===== config.mk =====
export PLATFORM = sky130hd
export DESIGN_NAME = motion_smoothing_lowpass_unit
export DESIGN_NICKNAME = d
export VERILOG_FILES = /design/src/hdl/motsm_pkg.sv /design/src/hdl/motsm_serial_mul.sv /design/src/hdl/motsm_serial_div.sv /design/src/hdl/motion_smoothing_lowpass_unit.sv
export SDC_FILE = /design/constraint.sdc
export NUM_CORES = 2
export LEC_CHECK = 0
export BUFFER_PORTS_ARGS = -buffer_cell sky130_fd_sc_hd__buf_2
export CORE_AREA = 8 8 471 473
export CTS_CLUSTER_DIAMETER = 150
export DETAILED_ROUTE_END_ITERATION = 12
export DIE_AREA = 0 0 479 481
export GPL_TIMING_DRIVEN = 0
export PLACE_DENSITY = 0.69
export SYNTH_ARGS = -nofsm -noshare
export SYNTH_HDL_FRONTEND = slang
export SYNTH_SLANG_ARGS = --single-unit

===== constraint.sdc =====
create_clock -name clk_i -period 7.4 [get_ports clk_i]
set_clock_uncertainty 0.15 [all_clocks]
set_input_delay 1.48 -clock clk_i [delete_from_list [all_inputs] [get_ports clk_i]]
set_output_delay 1.48 -clock clk_i [all_outputs]
set_load 0.005 [all_outputs]

===== src/hdl/motsm_pkg.sv =====
// ----------------------------------------------------------------------------
// motsm_pkg
// Shared types, widths and helpers for the motion smoothing low-pass unit.
// ----------------------------------------------------------------------------
package motsm_pkg;

  localparam int SAMPLE_W = 16;
  localparam int STATE_W  = 40;
  localparam int GUARD_W  = STATE_W - SAMPLE_W;
  localparam int POLE_W   = 16;
  localparam int DELAY_W  = 6;
  localparam int CFG_W    = 16;

  localparam logic [POLE_W-1:0]  POLE_RESET  = 16'd62000;
  localparam logic [DELAY_W-1:0] DELAY_RESET = 6'd0;

  localparam logic CFG_POLE  = 1'b0;
  localparam logic CFG_DELAY = 1'b1;

  typedef struct packed {
    logic signed [SAMPLE_W-1:0] sample_x;
    logic signed [SAMPLE_W-1:0] sample_y;
    logic                       seq_end;
  } in_t;

  typedef struct packed {
    logic signed [SAMPLE_W-1:0] smooth_x;
    logic signed [SAMPLE_W-1:0] smooth_y;
    logic signed [SAMPLE_W-1:0] jitter_x;
    logic signed [SAMPLE_W-1:0] jitter_y;
    logic                       final_item;
    logic                       too_short;
  } out_t;

  // saturate one extra bit down to the sample range
  function automatic logic signed [SAMPLE_W-1:0] sat17(input logic signed [SAMPLE_W:0] v);
    logic signed [SAMPLE_W-1:0] r;
    if (v[SAMPLE_W] != v[SAMPLE_W-1]) begin
      r = v[SAMPLE_W] ? {1'b1, {(SAMPLE_W-1){1'b0}}} : {1'b0, {(SAMPLE_W-1){1'b1}}};
    end else begin
      r = v[SAMPLE_W-1:0];
    end
    return r;
  endfunction

endpackage


===== src/hdl/motsm_serial_mul.sv =====
// ----------------------------------------------------------------------------
// motsm_serial_mul
// Bit-serial signed by unsigned multiplier, one pole bit per cycle.
// ----------------------------------------------------------------------------
module motsm_serial_mul (
  input  logic                                      clk_i,
  input  logic                                      rst_ni,
  input  logic                                      start_i,
  input  logic signed [motsm_pkg::STATE_W:0]        a_i,
  input  logic        [motsm_pkg::POLE_W-1:0]       b_i,
  output logic                                      done_o,
  output logic signed [motsm_pkg::STATE_W+motsm_pkg::POLE_W:0] prod_o
);
  import motsm_pkg::*;

  localparam int AW = STATE_W + 1;
  localparam int PW = AW + POLE_W;
  localparam int CNW = $clog2(POLE_W + 1);

  logic signed [AW-1:0]     a_q;
  logic        [POLE_W-1:0] b_q;
  logic signed [PW-1:0]     acc_q;
  logic        [CNW-1:0]    cnt_q;
  logic                     busy_q, done_q;
  logic signed [PW:0]       sum;

  assign sum = {acc_q[PW-1], acc_q} +
               (b_q[0] ? {a_q[AW-1], a_q, {POLE_W{1'b0}}} : '0);

  always_ff @(posedge clk_i or negedge rst_ni) begin
    if (!rst_ni) begin
      busy_q <= 1'b0;
      done_q <= 1'b0;
      cnt_q  <= '0;
    end else begin
      done_q <= 1'b0;
      if (start_i) begin
        busy_q <= 1'b1;
        cnt_q  <= CNW'(POLE_W);
      end else if (busy_q) begin
        cnt_q <= cnt_q - CNW'(1);
        if (cnt_q == CNW'(1)) begin
          busy_q <= 1'b0;
          done_q <= 1'b1;
        end
      end
    end
  end

  always_ff @(posedge clk_i) begin
    if (start_i) begin
      a_q   <= a_i;
      b_q   <= b_i;
      acc_q <= '0;
    end else if (busy_q) begin
      acc_q <= sum[PW:1];
      b_q   <= b_q >> 1;
    end
  end

  assign done_o = done_q;
  assign prod_o = acc_q;

endmodule


===== src/hdl/motsm_serial_div.sv =====
// ----------------------------------------------------------------------------
// motsm_serial_div
// Restoring divider, one quotient bit per cycle, quotient truncated to zero.
// ----------------------------------------------------------------------------
module motsm_serial_div #(
  parameter int DIV_W = 6
) (
  input  logic                                 clk_i,
  input  logic                                 rst_ni,
  input  logic                                 start_i,
  input  logic signed [motsm_pkg::SAMPLE_W-1:0] dividend_i,
  input  logic        [DIV_W-1:0]              divisor_i,
  output logic                                 done_o,
  output logic signed [motsm_pkg::SAMPLE_W-1:0] quot_o
);
  import motsm_pkg::*;

  localparam int CNW = $clog2(SAMPLE_W + 1);

  logic [SAMPLE_W-1:0] mag_q;
  logic [DIV_W-1:0]    rem_q;
  logic [DIV_W-1:0]    div_q;
  logic                neg_q;
  logic [CNW-1:0]      cnt_q;
  logic                busy_q, done_q;
  logic [DIV_W:0]      rem_sh;
  logic                qbit;

  assign rem_sh = {rem_q, mag_q[SAMPLE_W-1]};
  assign qbit   = (rem_sh >= {1'b0, div_q});

  always_ff @(posedge clk_i or negedge rst_ni) begin
    if (!rst_ni) begin
      busy_q <= 1'b0;
      done_q <= 1'b0;
      cnt_q  <= '0;
    end else begin
      done_q <= 1'b0;
      if (start_i) begin
        busy_q <= 1'b1;
        cnt_q  <= CNW'(SAMPLE_W);
      end else if (busy_q) begin
        cnt_q <= cnt_q - CNW'(1);
        if (cnt_q == CNW'(1)) begin
          busy_q <= 1'b0;
          done_q <= 1'b1;
        end
      end
    end
  end

  always_ff @(posedge clk_i) begin
    if (start_i) begin
      neg_q <= dividend_i[SAMPLE_W-1];
      mag_q <= dividend_i[SAMPLE_W-1] ? SAMPLE_W'(-dividend_i) : dividend_i;
      div_q <= divisor_i;
      rem_q <= '0;
    end else if (busy_q) begin
      rem_q <= qbit ? DIV_W'(rem_sh - {1'b0, div_q}) : rem_sh[DIV_W-1:0];
      mag_q <= {mag_q[SAMPLE_W-2:0], qbit};
    end
  end

  assign done_o = done_q;
  assign quot_o = neg_q ? SAMPLE_W'(-mag_q) : mag_q;

endmodule


===== src/hdl/motion_smoothing_lowpass_unit.sv =====
// ----------------------------------------------------------------------------
// motion_smoothing_lowpass_unit
// Four cascaded one-pole low-pass stages per axis with lag compensation
// from a raw sample line, jitter output and a linear tail on sequence end.
//
// channel | dir | handshake             | payload
// in      | in  | in_valid_i/in_ready_o | in_data_i  (motsm_pkg::in_t)
// out     | out | out_valid_o/out_ready_i | out_data_o (motsm_pkg::out_t)
// cfg     | in  | cfg_we_i              | cfg_idx_i, cfg_data_i
//
// a frame with a data result runs from transfer to transfer through eight
// filter stages on the shared serial multiplier, then smooth, line read, emit
// and idle, or the tail on sequence end; a too-short result skips the line
// read; a frame with no result goes from smooth back to idle; the tail runs the
// serial division once, then a tail step, line read and emit per tail result
// reset clears filter, config and sequencer state; the raw line is not cleared
// a stalled output holds the sequencer in its emit step
// ----------------------------------------------------------------------------
module motion_smoothing_lowpass_unit #(
  parameter int MAX_DELAY = 63
) (
  input  logic                 clk_i,
  input  logic                 rst_ni,
  input  logic                 in_valid_i,
  output logic                 in_ready_o,
  input  motsm_pkg::in_t       in_data_i,
  output logic                 out_valid_o,
  input  logic                 out_ready_i,
  output motsm_pkg::out_t      out_data_o,
  input  logic                 cfg_we_i,
  input  logic                 cfg_idx_i,
  input  logic [motsm_pkg::CFG_W-1:0] cfg_data_i
);
  import motsm_pkg::*;

  localparam int PW    = (MAX_DELAY < 2) ? 1 : $clog2(MAX_DELAY + 1);
  localparam int DEPTH = 2 ** PW;
  localparam int CW    = (PW > DELAY_W) ? PW : DELAY_W;

  typedef enum logic [6:0] {
    S_IDLE   = 7'b0000001,
    S_FILT   = 7'b0000010,
    S_SMOOTH = 7'b0000100,
    S_RD     = 7'b0001000,
    S_EMIT   = 7'b0010000,
    S_DIV    = 7'b0100000,
    S_TAIL   = 7'b1000000
  } state_e;

  state_e state_q;

  logic [POLE_W-1:0]  pole_q;
  logic [DELAY_W-1:0] delay_q;

  logic signed [STATE_W-1:0] hist_q [2][4];
  logic signed [STATE_W-1:0] t_q;
  logic                      ax_q;
  logic [1:0]                st_q;
  logic                      launch_q;

  logic [2*SAMPLE_W-1:0] line_q [DEPTH];
  logic [2*SAMPLE_W-1:0] rdata_q;
  logic [PW-1:0]         rd_addr_q;
  logic [PW-1:0]         wr_ptr_q;
  logic [6:0]            frames_q;

  logic signed [SAMPLE_W-1:0] y_in_q;
  logic                       last_q;
  logic [PW-1:0]              d_q;
  logic [PW-1:0]              i_q;
  logic                       fin_q, err_q, tail_q;
  logic signed [SAMPLE_W-1:0] cur_x_q, cur_y_q, qx_q, qy_q;

  logic   out_valid_q;
  out_t   out_q;

  logic                             mul_start;
  logic signed [STATE_W:0]          mul_a;
  logic                             mul_done;
  logic signed [STATE_W+POLE_W:0]   mul_p;
  logic signed [STATE_W:0]          mul_rnd;
  logic signed [STATE_W-1:0]        h_new;

  logic                       div_start, divx_done, divy_done;
  logic signed [SAMPLE_W-1:0] qx, qy;

  logic signed [STATE_W:0]    sx_sum, sy_sum;
  logic signed [SAMPLE_W-1:0] sx, sy;
  logic signed [SAMPLE_W:0]   jx, jy;
  logic                       accept, emit_go;
  logic [CW-1:0]              d_full;

  assign accept  = in_valid_i && in_ready_o;
  assign emit_go = (state_q == S_EMIT) && (!out_valid_q || out_ready_i);
  assign d_full  = CW'(delay_q);

  // shared filter multiplier: pole*(h-t)
  assign mul_start = (state_q == S_FILT) && launch_q;
  assign mul_a     = {hist_q[ax_q][st_q][STATE_W-1], hist_q[ax_q][st_q]} -
                     {t_q[STATE_W-1], t_q};
  assign mul_rnd   = (STATE_W+1)'((mul_p + (STATE_W+POLE_W+1)'(32768)) >>> POLE_W);
  assign h_new     = STATE_W'(mul_rnd + {t_q[STATE_W-1], t_q});

  motsm_serial_mul u_mul (
    .clk_i   (clk_i),
    .rst_ni  (rst_ni),
    .start_i (mul_start),
    .a_i     (mul_a),
    .b_i     (pole_q),
    .done_o  (mul_done),
    .prod_o  (mul_p)
  );

  assign div_start = emit_go && !err_q && !fin_q && last_q && !tail_q;

  motsm_serial_div #(.DIV_W(PW)) u_divx (
    .clk_i      (clk_i),
    .rst_ni     (rst_ni),
    .start_i    (div_start),
    .dividend_i (cur_x_q),
    .divisor_i  (d_q),
    .done_o     (divx_done),
    .quot_o     (qx)
  );

  motsm_serial_div #(.DIV_W(PW)) u_divy (
    .clk_i      (clk_i),
    .rst_ni     (rst_ni),
    .start_i    (div_start),
    .dividend_i (cur_y_q),
    .divisor_i  (d_q),
    .done_o     (divy_done),
    .quot_o     (qy)
  );

  assign sx_sum = {hist_q[0][3][STATE_W-1], hist_q[0][3]} + (STATE_W+1)'(1 << (GUARD_W - 1));
  assign sy_sum = {hist_q[1][3][STATE_W-1], hist_q[1][3]} + (STATE_W+1)'(1 << (GUARD_W - 1));
  assign sx     = sat17(sx_sum[STATE_W:GUARD_W]);
  assign sy     = sat17(sy_sum[STATE_W:GUARD_W]);
  assign jx     = {rdata_q[2*SAMPLE_W-1], rdata_q[2*SAMPLE_W-1:SAMPLE_W]} -
                  {cur_x_q[SAMPLE_W-1], cur_x_q};
  assign jy     = {rdata_q[SAMPLE_W-1], rdata_q[SAMPLE_W-1:0]} -
                  {cur_y_q[SAMPLE_W-1], cur_y_q};

  // configuration
  always_ff @(posedge clk_i or negedge rst_ni) begin
    if (!rst_ni) begin
      pole_q  <= POLE_RESET;
      delay_q <= DELAY_RESET;
    end else if (cfg_we_i) begin
      unique case (cfg_idx_i)
        CFG_POLE:  pole_q  <= cfg_data_i[POLE_W-1:0];
        CFG_DELAY: delay_q <= cfg_data_i[DELAY_W-1:0];
        default:   pole_q  <= pole_q;
      endcase
    end
  end

  // raw sample line
  always_ff @(posedge clk_i) begin
    if (accept) begin
      line_q[wr_ptr_q] <= {in_data_i.sample_x, in_data_i.sample_y};
    end
    rdata_q <= line_q[rd_addr_q];
  end

  // sequencer
  always_ff @(posedge clk_i or negedge rst_ni) begin
    if (!rst_ni) begin
      state_q     <= S_IDLE;
      launch_q    <= 1'b0;
      ax_q        <= 1'b0;
      st_q        <= '0;
      wr_ptr_q    <= '0;
      frames_q    <= '0;
      out_valid_q <= 1'b0;
      for (int a = 0; a < 2; a++) begin
        for (int s = 0; s < 4; s++) begin
          hist_q[a][s] <= '0;
        end
      end
    end else begin
      if (out_valid_q && out_ready_i && !emit_go) begin
        out_valid_q <= 1'b0;
      end
      unique case (state_q)
        S_IDLE: begin
          if (accept) begin
            t_q      <= {in_data_i.sample_x, {GUARD_W{1'b0}}};
            y_in_q   <= in_data_i.sample_y;
            last_q   <= in_data_i.seq_end;
            d_q      <= (d_full > CW'(MAX_DELAY)) ? PW'(MAX_DELAY) : d_full[PW-1:0];
            frames_q <= (frames_q == 7'd127) ? 7'd127 : frames_q + 7'd1;
            ax_q     <= 1'b0;
            st_q     <= '0;
            launch_q <= 1'b1;
            tail_q   <= 1'b0;
            state_q  <= S_FILT;
          end
        end
        S_FILT: begin
          if (launch_q) begin
            launch_q <= 1'b0;
          end else if (mul_done) begin
            hist_q[ax_q][st_q] <= h_new;
            if (st_q == 2'd3) begin
              st_q <= '0;
              if (ax_q) begin
                state_q <= S_SMOOTH;
              end else begin
                launch_q <= 1'b1;
                ax_q     <= 1'b1;
                t_q      <= {y_in_q, {GUARD_W{1'b0}}};
              end
            end else begin
              launch_q <= 1'b1;
              st_q     <= st_q + 2'd1;
              t_q      <= h_new;
            end
          end
        end
        S_SMOOTH: begin
          cur_x_q <= sx;
          cur_y_q <= sy;
          if (9'(frames_q) > 9'(d_q)) begin
            rd_addr_q <= wr_ptr_q - d_q;
            fin_q     <= last_q && (d_q == '0);
            err_q     <= 1'b0;
            state_q   <= S_RD;
          end else if (last_q) begin
            fin_q   <= 1'b1;
            err_q   <= 1'b1;
            state_q <= S_EMIT;
          end else begin
            wr_ptr_q <= wr_ptr_q + PW'(1);
            state_q  <= S_IDLE;
          end
        end
        S_RD: begin
          state_q <= S_EMIT;
        end
        S_EMIT: begin
          if (emit_go) begin
            out_valid_q         <= 1'b1;
            out_q.smooth_x      <= err_q ? '0 : cur_x_q;
            out_q.smooth_y      <= err_q ? '0 : cur_y_q;
            out_q.jitter_x      <= err_q ? '0 : sat17(jx);
            out_q.jitter_y      <= err_q ? '0 : sat17(jy);
            out_q.final_item    <= fin_q;
            out_q.too_short     <= err_q;
            if (fin_q || err_q) begin
              wr_ptr_q <= '0;
              frames_q <= '0;
              for (int a = 0; a < 2; a++) begin
                for (int s = 0; s < 4; s++) begin
                  hist_q[a][s] <= '0;
                end
              end
              state_q <= S_IDLE;
            end else if (tail_q) begin
              state_q <= S_TAIL;
            end else if (last_q) begin
              i_q     <= PW'(1);
              state_q <= S_DIV;
            end else begin
              wr_ptr_q <= wr_ptr_q + PW'(1);
              state_q  <= S_IDLE;
            end
          end
        end
        S_DIV: begin
          if (divx_done && divy_done) begin
            qx_q    <= qx;
            qy_q    <= qy;
            state_q <= S_TAIL;
          end
        end
        S_TAIL: begin
          cur_x_q   <= cur_x_q - (tail_q ? qx_q : qx_q);
          cur_y_q   <= cur_y_q - qy_q;
          rd_addr_q <= wr_ptr_q - (d_q - i_q);
          fin_q     <= (i_q == d_q);
          i_q       <= i_q + PW'(1);
          tail_q    <= 1'b1;
          state_q   <= S_RD;
        end
        default: state_q <= S_IDLE;
      endcase
    end
  end

  assign in_ready_o  = (state_q == S_IDLE);
  assign out_valid_o = out_valid_q;
  assign out_data_o  = out_q;

  a_err_is_final: assert property (@(posedge clk_i) disable iff (!rst_ni)
    out_valid_o && out_data_o.too_short |-> out_data_o.final_item)
    else $error("error result without final flag");

  a_err_zero: assert property (@(posedge clk_i) disable iff (!rst_ni)
    out_valid_o && out_data_o.too_short |->
      out_data_o.smooth_x == '0 && out_data_o.smooth_y == '0 &&
      out_data_o.jitter_x == '0 && out_data_o.jitter_y == '0)
    else $error("error result carries data");

  a_one_at_a_time: assert property (@(posedge clk_i) disable iff (!rst_ni)
    accept |=> !in_ready_o)
    else $error("second transfer while busy");

  a_restart: assert property (@(posedge clk_i) disable iff (!rst_ni)
    emit_go && (fin_q || err_q) |=> wr_ptr_q == '0 && frames_q == '0)
    else $error("sequence state not cleared after final result");

endmodule

# Yosys cells after proc, flatten, opt, wreduce, memory -nomap -nowiden
# Memory sizes are Yosys's and may differ from the RTL's. A register that Yosys moved wholly into a read port is not among the register bits.
# Cells that the tools add are included.
# classes
eq_ne	33
add_sub_neg	26
order_cmp	8
reduce_logical	51
muxes	125
n_bitwise	3
# ops
op	n
$mux W320	4
$mux W160	4
$pmux W320 S2	1
$bwmux W320	1
$mux W40	8
$mux W16	18
$demux W160 S1	1
$mux W7	13
$add A40 B25 Y41 const B	2
$bmux W40 S2	1
$demux W40 S2	1
$pmux W40 S2	1
$mux W6	13
$neg A16 Y16	4
$pmux W16 S2	2
$add A58 B58 Y58	1
$mux W58	1
$add A56 B17 Y56 const B	1
$pmux W7 S7	1
$sub A40 B40 Y41	1
$add A40 B40 Y40	1
$mux W5	8
$pmux W6 S2	3
$mux W1	34
47 further kinds	121
# totals
n_memories	1
mem_bits_rw	2048
register_bits	762
# mem_list
memory	depth	width	read_ports	rd_ports_with_merged_regs	write_ports	line	text
line_q	64	32	1	1	1	motion_smoothing_lowpass_unit.sv:61	logic [2*SAMPLE_W-1:0] line_q [DEPTH];

# Longest topological paths before layout
# depth
depth_word	11
ltp_mapped	19
depth_no_buf	19

# By module
# Synthesis repeated with hierarchy kept, for this count alone.
# unflattened
cells_unflattened	7531
area_unflattened_um2	122643.9
# modules_own_cells
module	cells_each	seq_area_each_um2	area_each_um2	instances
motion_smoothing_lowpass_unit	6312	77579.4	110880.1	1
motsm_serial_mul	729	3027.9	7049.3	1
motsm_serial_div	245	985.9	2357.3	2

# Least setup slack after synthesis
# No wires, ideal clock.
# synth_timing
kind	register to register
startpoint	register state_q[5]
endpoint	register t_q[0], enable pin
synth_period_minus_slack_ns	5.370
stages_incl_launch_ff	8
n_path_buf	1
path_slack_ns	2.030
required_ns	6.751
arrival_time_ns	4.721
cell_sequence	dfrtp_1 > nor3_2 > nand2b_1 > or4b_1 > nor2_1 > clkbuf_1 > nand2_1 > a21boi_0
# synth_between
elab_chain_len	4
word_cells_on_any_way	9
classes_between	6 x eq/ne; 3 x reduce/logical
# synth_rtl
item	line	text
start, declared	motion_smoothing_lowpass_unit.sv:50	state_e state_q;
start signal, assigned	motion_smoothing_lowpass_unit.sv:170	state_q <= S_IDLE;
start signal, assigned	motion_smoothing_lowpass_unit.sv:198	state_q <= S_FILT;
start signal, assigned	motion_smoothing_lowpass_unit.sv:209	state_q <= S_SMOOTH;
$eq A7 B1 Y1	motion_smoothing_lowpass_unit.sv:186, motion_smoothing_lowpass_unit.sv:292	
$logic_and A1 B1 Y1	motion_smoothing_lowpass_unit.sv:93	assign accept = in_valid_i && in_ready_o;
$ne A2 B1 Y1 (no source line)	--	
$reduce_and A6 Y1 (no source line) *	--	
end signal, assigned	motion_smoothing_lowpass_unit.sv:189	t_q <= {in_data_i.sample_x, {GUARD_W{1'b0}}};
end signal, assigned	motion_smoothing_lowpass_unit.sv:213	t_q <= {y_in_q, {GUARD_W{1'b0}}};
end signal, assigned	motion_smoothing_lowpass_unit.sv:218	t_q <= h_new;
end, declared	motion_smoothing_lowpass_unit.sv:56	logic signed [STATE_W-1:0] t_q;
# Every way passes the cells marked *; elsewhere a longest branch is shown, timed or not.
# A chain may end at the register's enable or synchronous reset.

# Worst setup path in the final report
# layout_timing
startpoint	register ax_q
endpoint	register u_mul.a_q[33] (data pin)
# layout_between
elab_chain_len	8
# layout_rtl
item	line	text
start, declared	motion_smoothing_lowpass_unit.sv:57	logic ax_q;
start signal, assigned	motion_smoothing_lowpass_unit.sv:172	ax_q <= 1'b0;
start signal, assigned	motion_smoothing_lowpass_unit.sv:194	ax_q <= 1'b0;
start signal, assigned	motion_smoothing_lowpass_unit.sv:212	ax_q <= 1'b1;
$not A1 Y2 (not written as such)	motion_smoothing_lowpass_unit.sv:99	assign mul_a = {hist_q[ax_q][st_q][STATE_W-1], hist_q[ax_q][st_q]} -
$mux W160 (not written as such) (3 in series)	motion_smoothing_lowpass_unit.sv:99	
$bmux W40 S2	motion_smoothing_lowpass_unit.sv:99	
$mux W40 (not written as such) (2 in series)	motion_smoothing_lowpass_unit.sv:99	
$sub A40 B40 Y41	motion_smoothing_lowpass_unit.sv:99	
net mul_a[33]	motion_smoothing_lowpass_unit.sv:78	logic signed [STATE_W:0] mul_a;
end signal, assigned	motsm_serial_mul.sv:52	a_q <= a_i;
end, declared	motsm_serial_mul.sv:20	logic signed [AW-1:0] a_q;
# The timed path passes the listed nets, and every way through them passes these cells. The select of a mux whose other input is x is not followed.

==> results.md <==
* Number of synthesized flops with an enable pin at 2353
* Area growth syn-to-layout at 13.2%
* CTS tree: built
* Synth async-reset ratio at 0.137
* WS Path Type: flip-flop to flip-flop
* Slew margin rel. at -0.0268
* Area post-placement at 128000 um2
* Failing checks: max-capacitance violations, max-slew violations
* Worst Tran Pin Value at 1.54 ns
* Setup crit start kind: flip-flop
* Final setup viols at 0
* Avg Inst Size Synth at 17.0 um2
* Synth area leader: edfxtp_1
* Post-DRT Antenna Nets at 0
* Fin crit share at 0.824
* Max Freq at 164 MHz
* Req. time, crit path at 7.88 ns
* Maxcap violations at 4
* H-tree depth at 5
* Dpl ws at 1.43 ns
* Pwr per Cell Area at 310 nW/um2
* Detail Placement HPWL at 228 mm
* Chip width at 479 um
* Hold-fix buffers, CTS at 0
* Synth Cell Area at 121000 um2
* Number of buffers created by CTS at between 300 and 400
* Initial Utilization at 0.568
* Pwr Total at 42.6 mW
* Cts repair resizes at 0
* Vias in the first global route at 69600
* Crit. End Element: flip-flop
* Sw Share at 0.294
* Maximum fanout along the worst path at 10
* Worst Path Arrival at between 6 and 7 ns
* Post-Syn Nets at 7459
* Pins Over Slew Limit at 84
* Largest net degree at the start of global routing at 129
* Global-route wire length before repair at 490 mm
* GPL Wtd Cong at 0.913
* Final setup margin at 1.30 ns
* Syn. warnings at 0
* Clock root buffer: clkbuf_16
* Worst vdd ir at 0.313 mV
* I/O pin count at 123
* Sequential share of the synthesized area at 0.676
* Final min period at 6.10 ns
* Initial detailed-routing violation count at between 9000 and 10000
* Count of input and output buffers at 122
* P_int at roughly 30 mW
* Bufs on Longest Clock Path at 4
* Top cells by area, synth: edfxtp_1, mux4_2, dfrtp_1
* Cells after Synth at 7157
* Sequential power share at 0.442
* Hold_ws at 0.312 ns
* Drt total wl at 342 mm
* Share of cells above drive strength 1 at 0.204
* Synth cell types at slightly above 100
* Chip Height at 481 um
* Total congestion overflow at 0
* Initial antenna violation count at 39
* Post-route cell area at 137000 um2
* Drt drc at 0
* Final Hold Vio Count at 0
* # clock sinks at 2827
* Final core utilization at 0.643
* Psw at 12.5 mW
* Setup Buffers After CTS at 0
* RSZ-0062 raised after global routing: false
* Clock share of power at 0.350
* Core area at roughly 210000 um2
* Die area at 230000 um2
* WL/cell at 31.9 um
* Combinational fraction of design power at 0.207
* Post-synth top area share at 0.582
* Rows at 170
* Insertion delay of the later-clocked pin in the worst-skew pair at 0.95 ns
* Via count at 70200
* Worst-path clk slew at roughly 0.060 ns
* Nets@finish at roughly 8000
* DRT Pass-1 Iters at 6
* Min-delay worst type: flip-flop to flip-flop
* FF+latch count, synth at 2827
* Status: complete, but fails checks
* LEAKAGE at ~48 nW
* Via density per instance at 6.54
* Setup slack, reg-to-reg at between 1 and 1.5 ns
* Most used DFF post-synth: edfxtp_1
* GRT Total Usage at 0.293
layout by cell type, fill, tap and decap left out, drive strengths merged, types with 214 or more instances in the layout:
| cell | synthesis | routed |
|---|---|---|
| dfrtp | 380 | 380 |
| mux4 | 748 | 748 |
| nand2 | 492 | 492 |
| clkbuf | 222 | 609 |
| buf | 122 | 318 |
| ha | 232 | 232 |
| inv | 210 | 218 |
| o21ai | 332 | 332 |
| a21oi | 214 | 214 |
| edfxtp | 2353 | 2353 |
| a22o | 241 | 241 |
| nor2 | 319 | 319 |
power groups by stage:
stage | Combinational (mW) | Clock, mW | Sequential, mW
floorplan | 5.75 | 0 | 18.9
global placement | 8.35 | 0 | 19.2
detailed placement | 8.64 | 0 | 19.2
CTS | 8.71 | 15.1 | 18.8
global route | 9.52 | 15.6 | 18.9
finish | 8.84 | 14.9 | 18.9
layout make-up:
cell class | instances | area (um2)
Sequential cell | 2827 | 82100
Fill cell | 14600 | 76400
Buffer | 344 | 1400
Antenna cell | 15 | 37.5
Multi-Input combinational cell | 3775 | 37600
Clock buffer | 387 | 8190
Inverter | 211 | 792
Clock inverter | 135 | 1410
Tap cell | 2838 | 3550
Timing Repair Buffer | 196 | 2290
cell usage after synthesis, types with 96 or more instances:
cell type and n:
edfxtp_1 2353, mux4_2 748, nand2_1 492, dfrtp_1 380, nor2_1 316, o21ai_0 302
a22o_1 241, ha_1 232, clkbuf_1 221, a21oi_1 210, inv_1 209, xnor2_1 195
xor2_1 105, nand3_1 96
metal layers:
metal,GRT usage,routed length (um),vias to the layer above
li1,-,-,29300
met1,0.399,131000,36400
met2,0.467,161000,3836
met3,0.0624,33600,661
met4,0.121,16500,10
met5,0,60,-
worst max-delay path, stage by stage, from the launching register on:
cell and delay [ns]:
dfrtp_1 0.46, buf_1 0.51, buf_1 0.83, mux4_2 0.66, nand2_1 0.10, nand2_1 0.12, ha_1 0.38, a2111oi_0 0.40
o21ai_0 0.18, o21ai_0 0.15, a2bb2o_1 0.36, a31oi_1 0.44, nand2_1 0.23, a41oi_1 0.36, o21ai_0 0.23, nand4b_1 0.15
o211ai_1 0.10
registers in the layout (all words and copies together), names as in the netlist, 32 cells and up:
signal / count
line_q: 2048
u_mul.a_q: 41
out_data_o: 66
rdata_q: 32
u_mul.prod_o: 42
t_q: 40
hist_q: 320
through the flow:
stage | cells | TNS [ns]
2_1_floorplan | 7157 | 0
6_report | 10700 | 0
3_3_place_gp | 10100 | -2048.81
3_5_place_dp | 10200 | 0
5_1_grt | 10700 | 0
4_1_cts | 10700 | 0
final timing paths:
kind                                            start                      end  cells after the start
worst max register to register       ax_q$_DFFE_PN0P_  u_mul.a_q[33]$_DFFE_PP_                     16
max in group asynchronous                      rst_ni   pole_q[13]$_DFFE_PN1P_                      3
worst min register to register  cur_y_q[15]$_DFFE_PP_   u_divy.neg_q$_DFFE_PP_                      0
min in group asynchronous                      rst_ni    out_valid_o$_DFF_PN0_                      1
worst max-delay path                 ax_q$_DFFE_PN0P_  u_mul.a_q[33]$_DFFE_PP_                     16
worst min-delay path            cur_y_q[15]$_DFFE_PP_   u_divy.neg_q$_DFFE_PP_                      0
cells by family after synthesis:
kind of cell / share of synthesized area
flip-flops: 0.676
AND/OR/NAND/NOR: 0.0488
AO/OA/AOI/OAI: 0.0616
multiplexers: 0.146
buffers and inverters: 0.0181
XOR/XNOR: 0.0226
adder cells (fa/ha/maj): 0.0264
No activity file was read; power rests on OpenSTA's default activity.
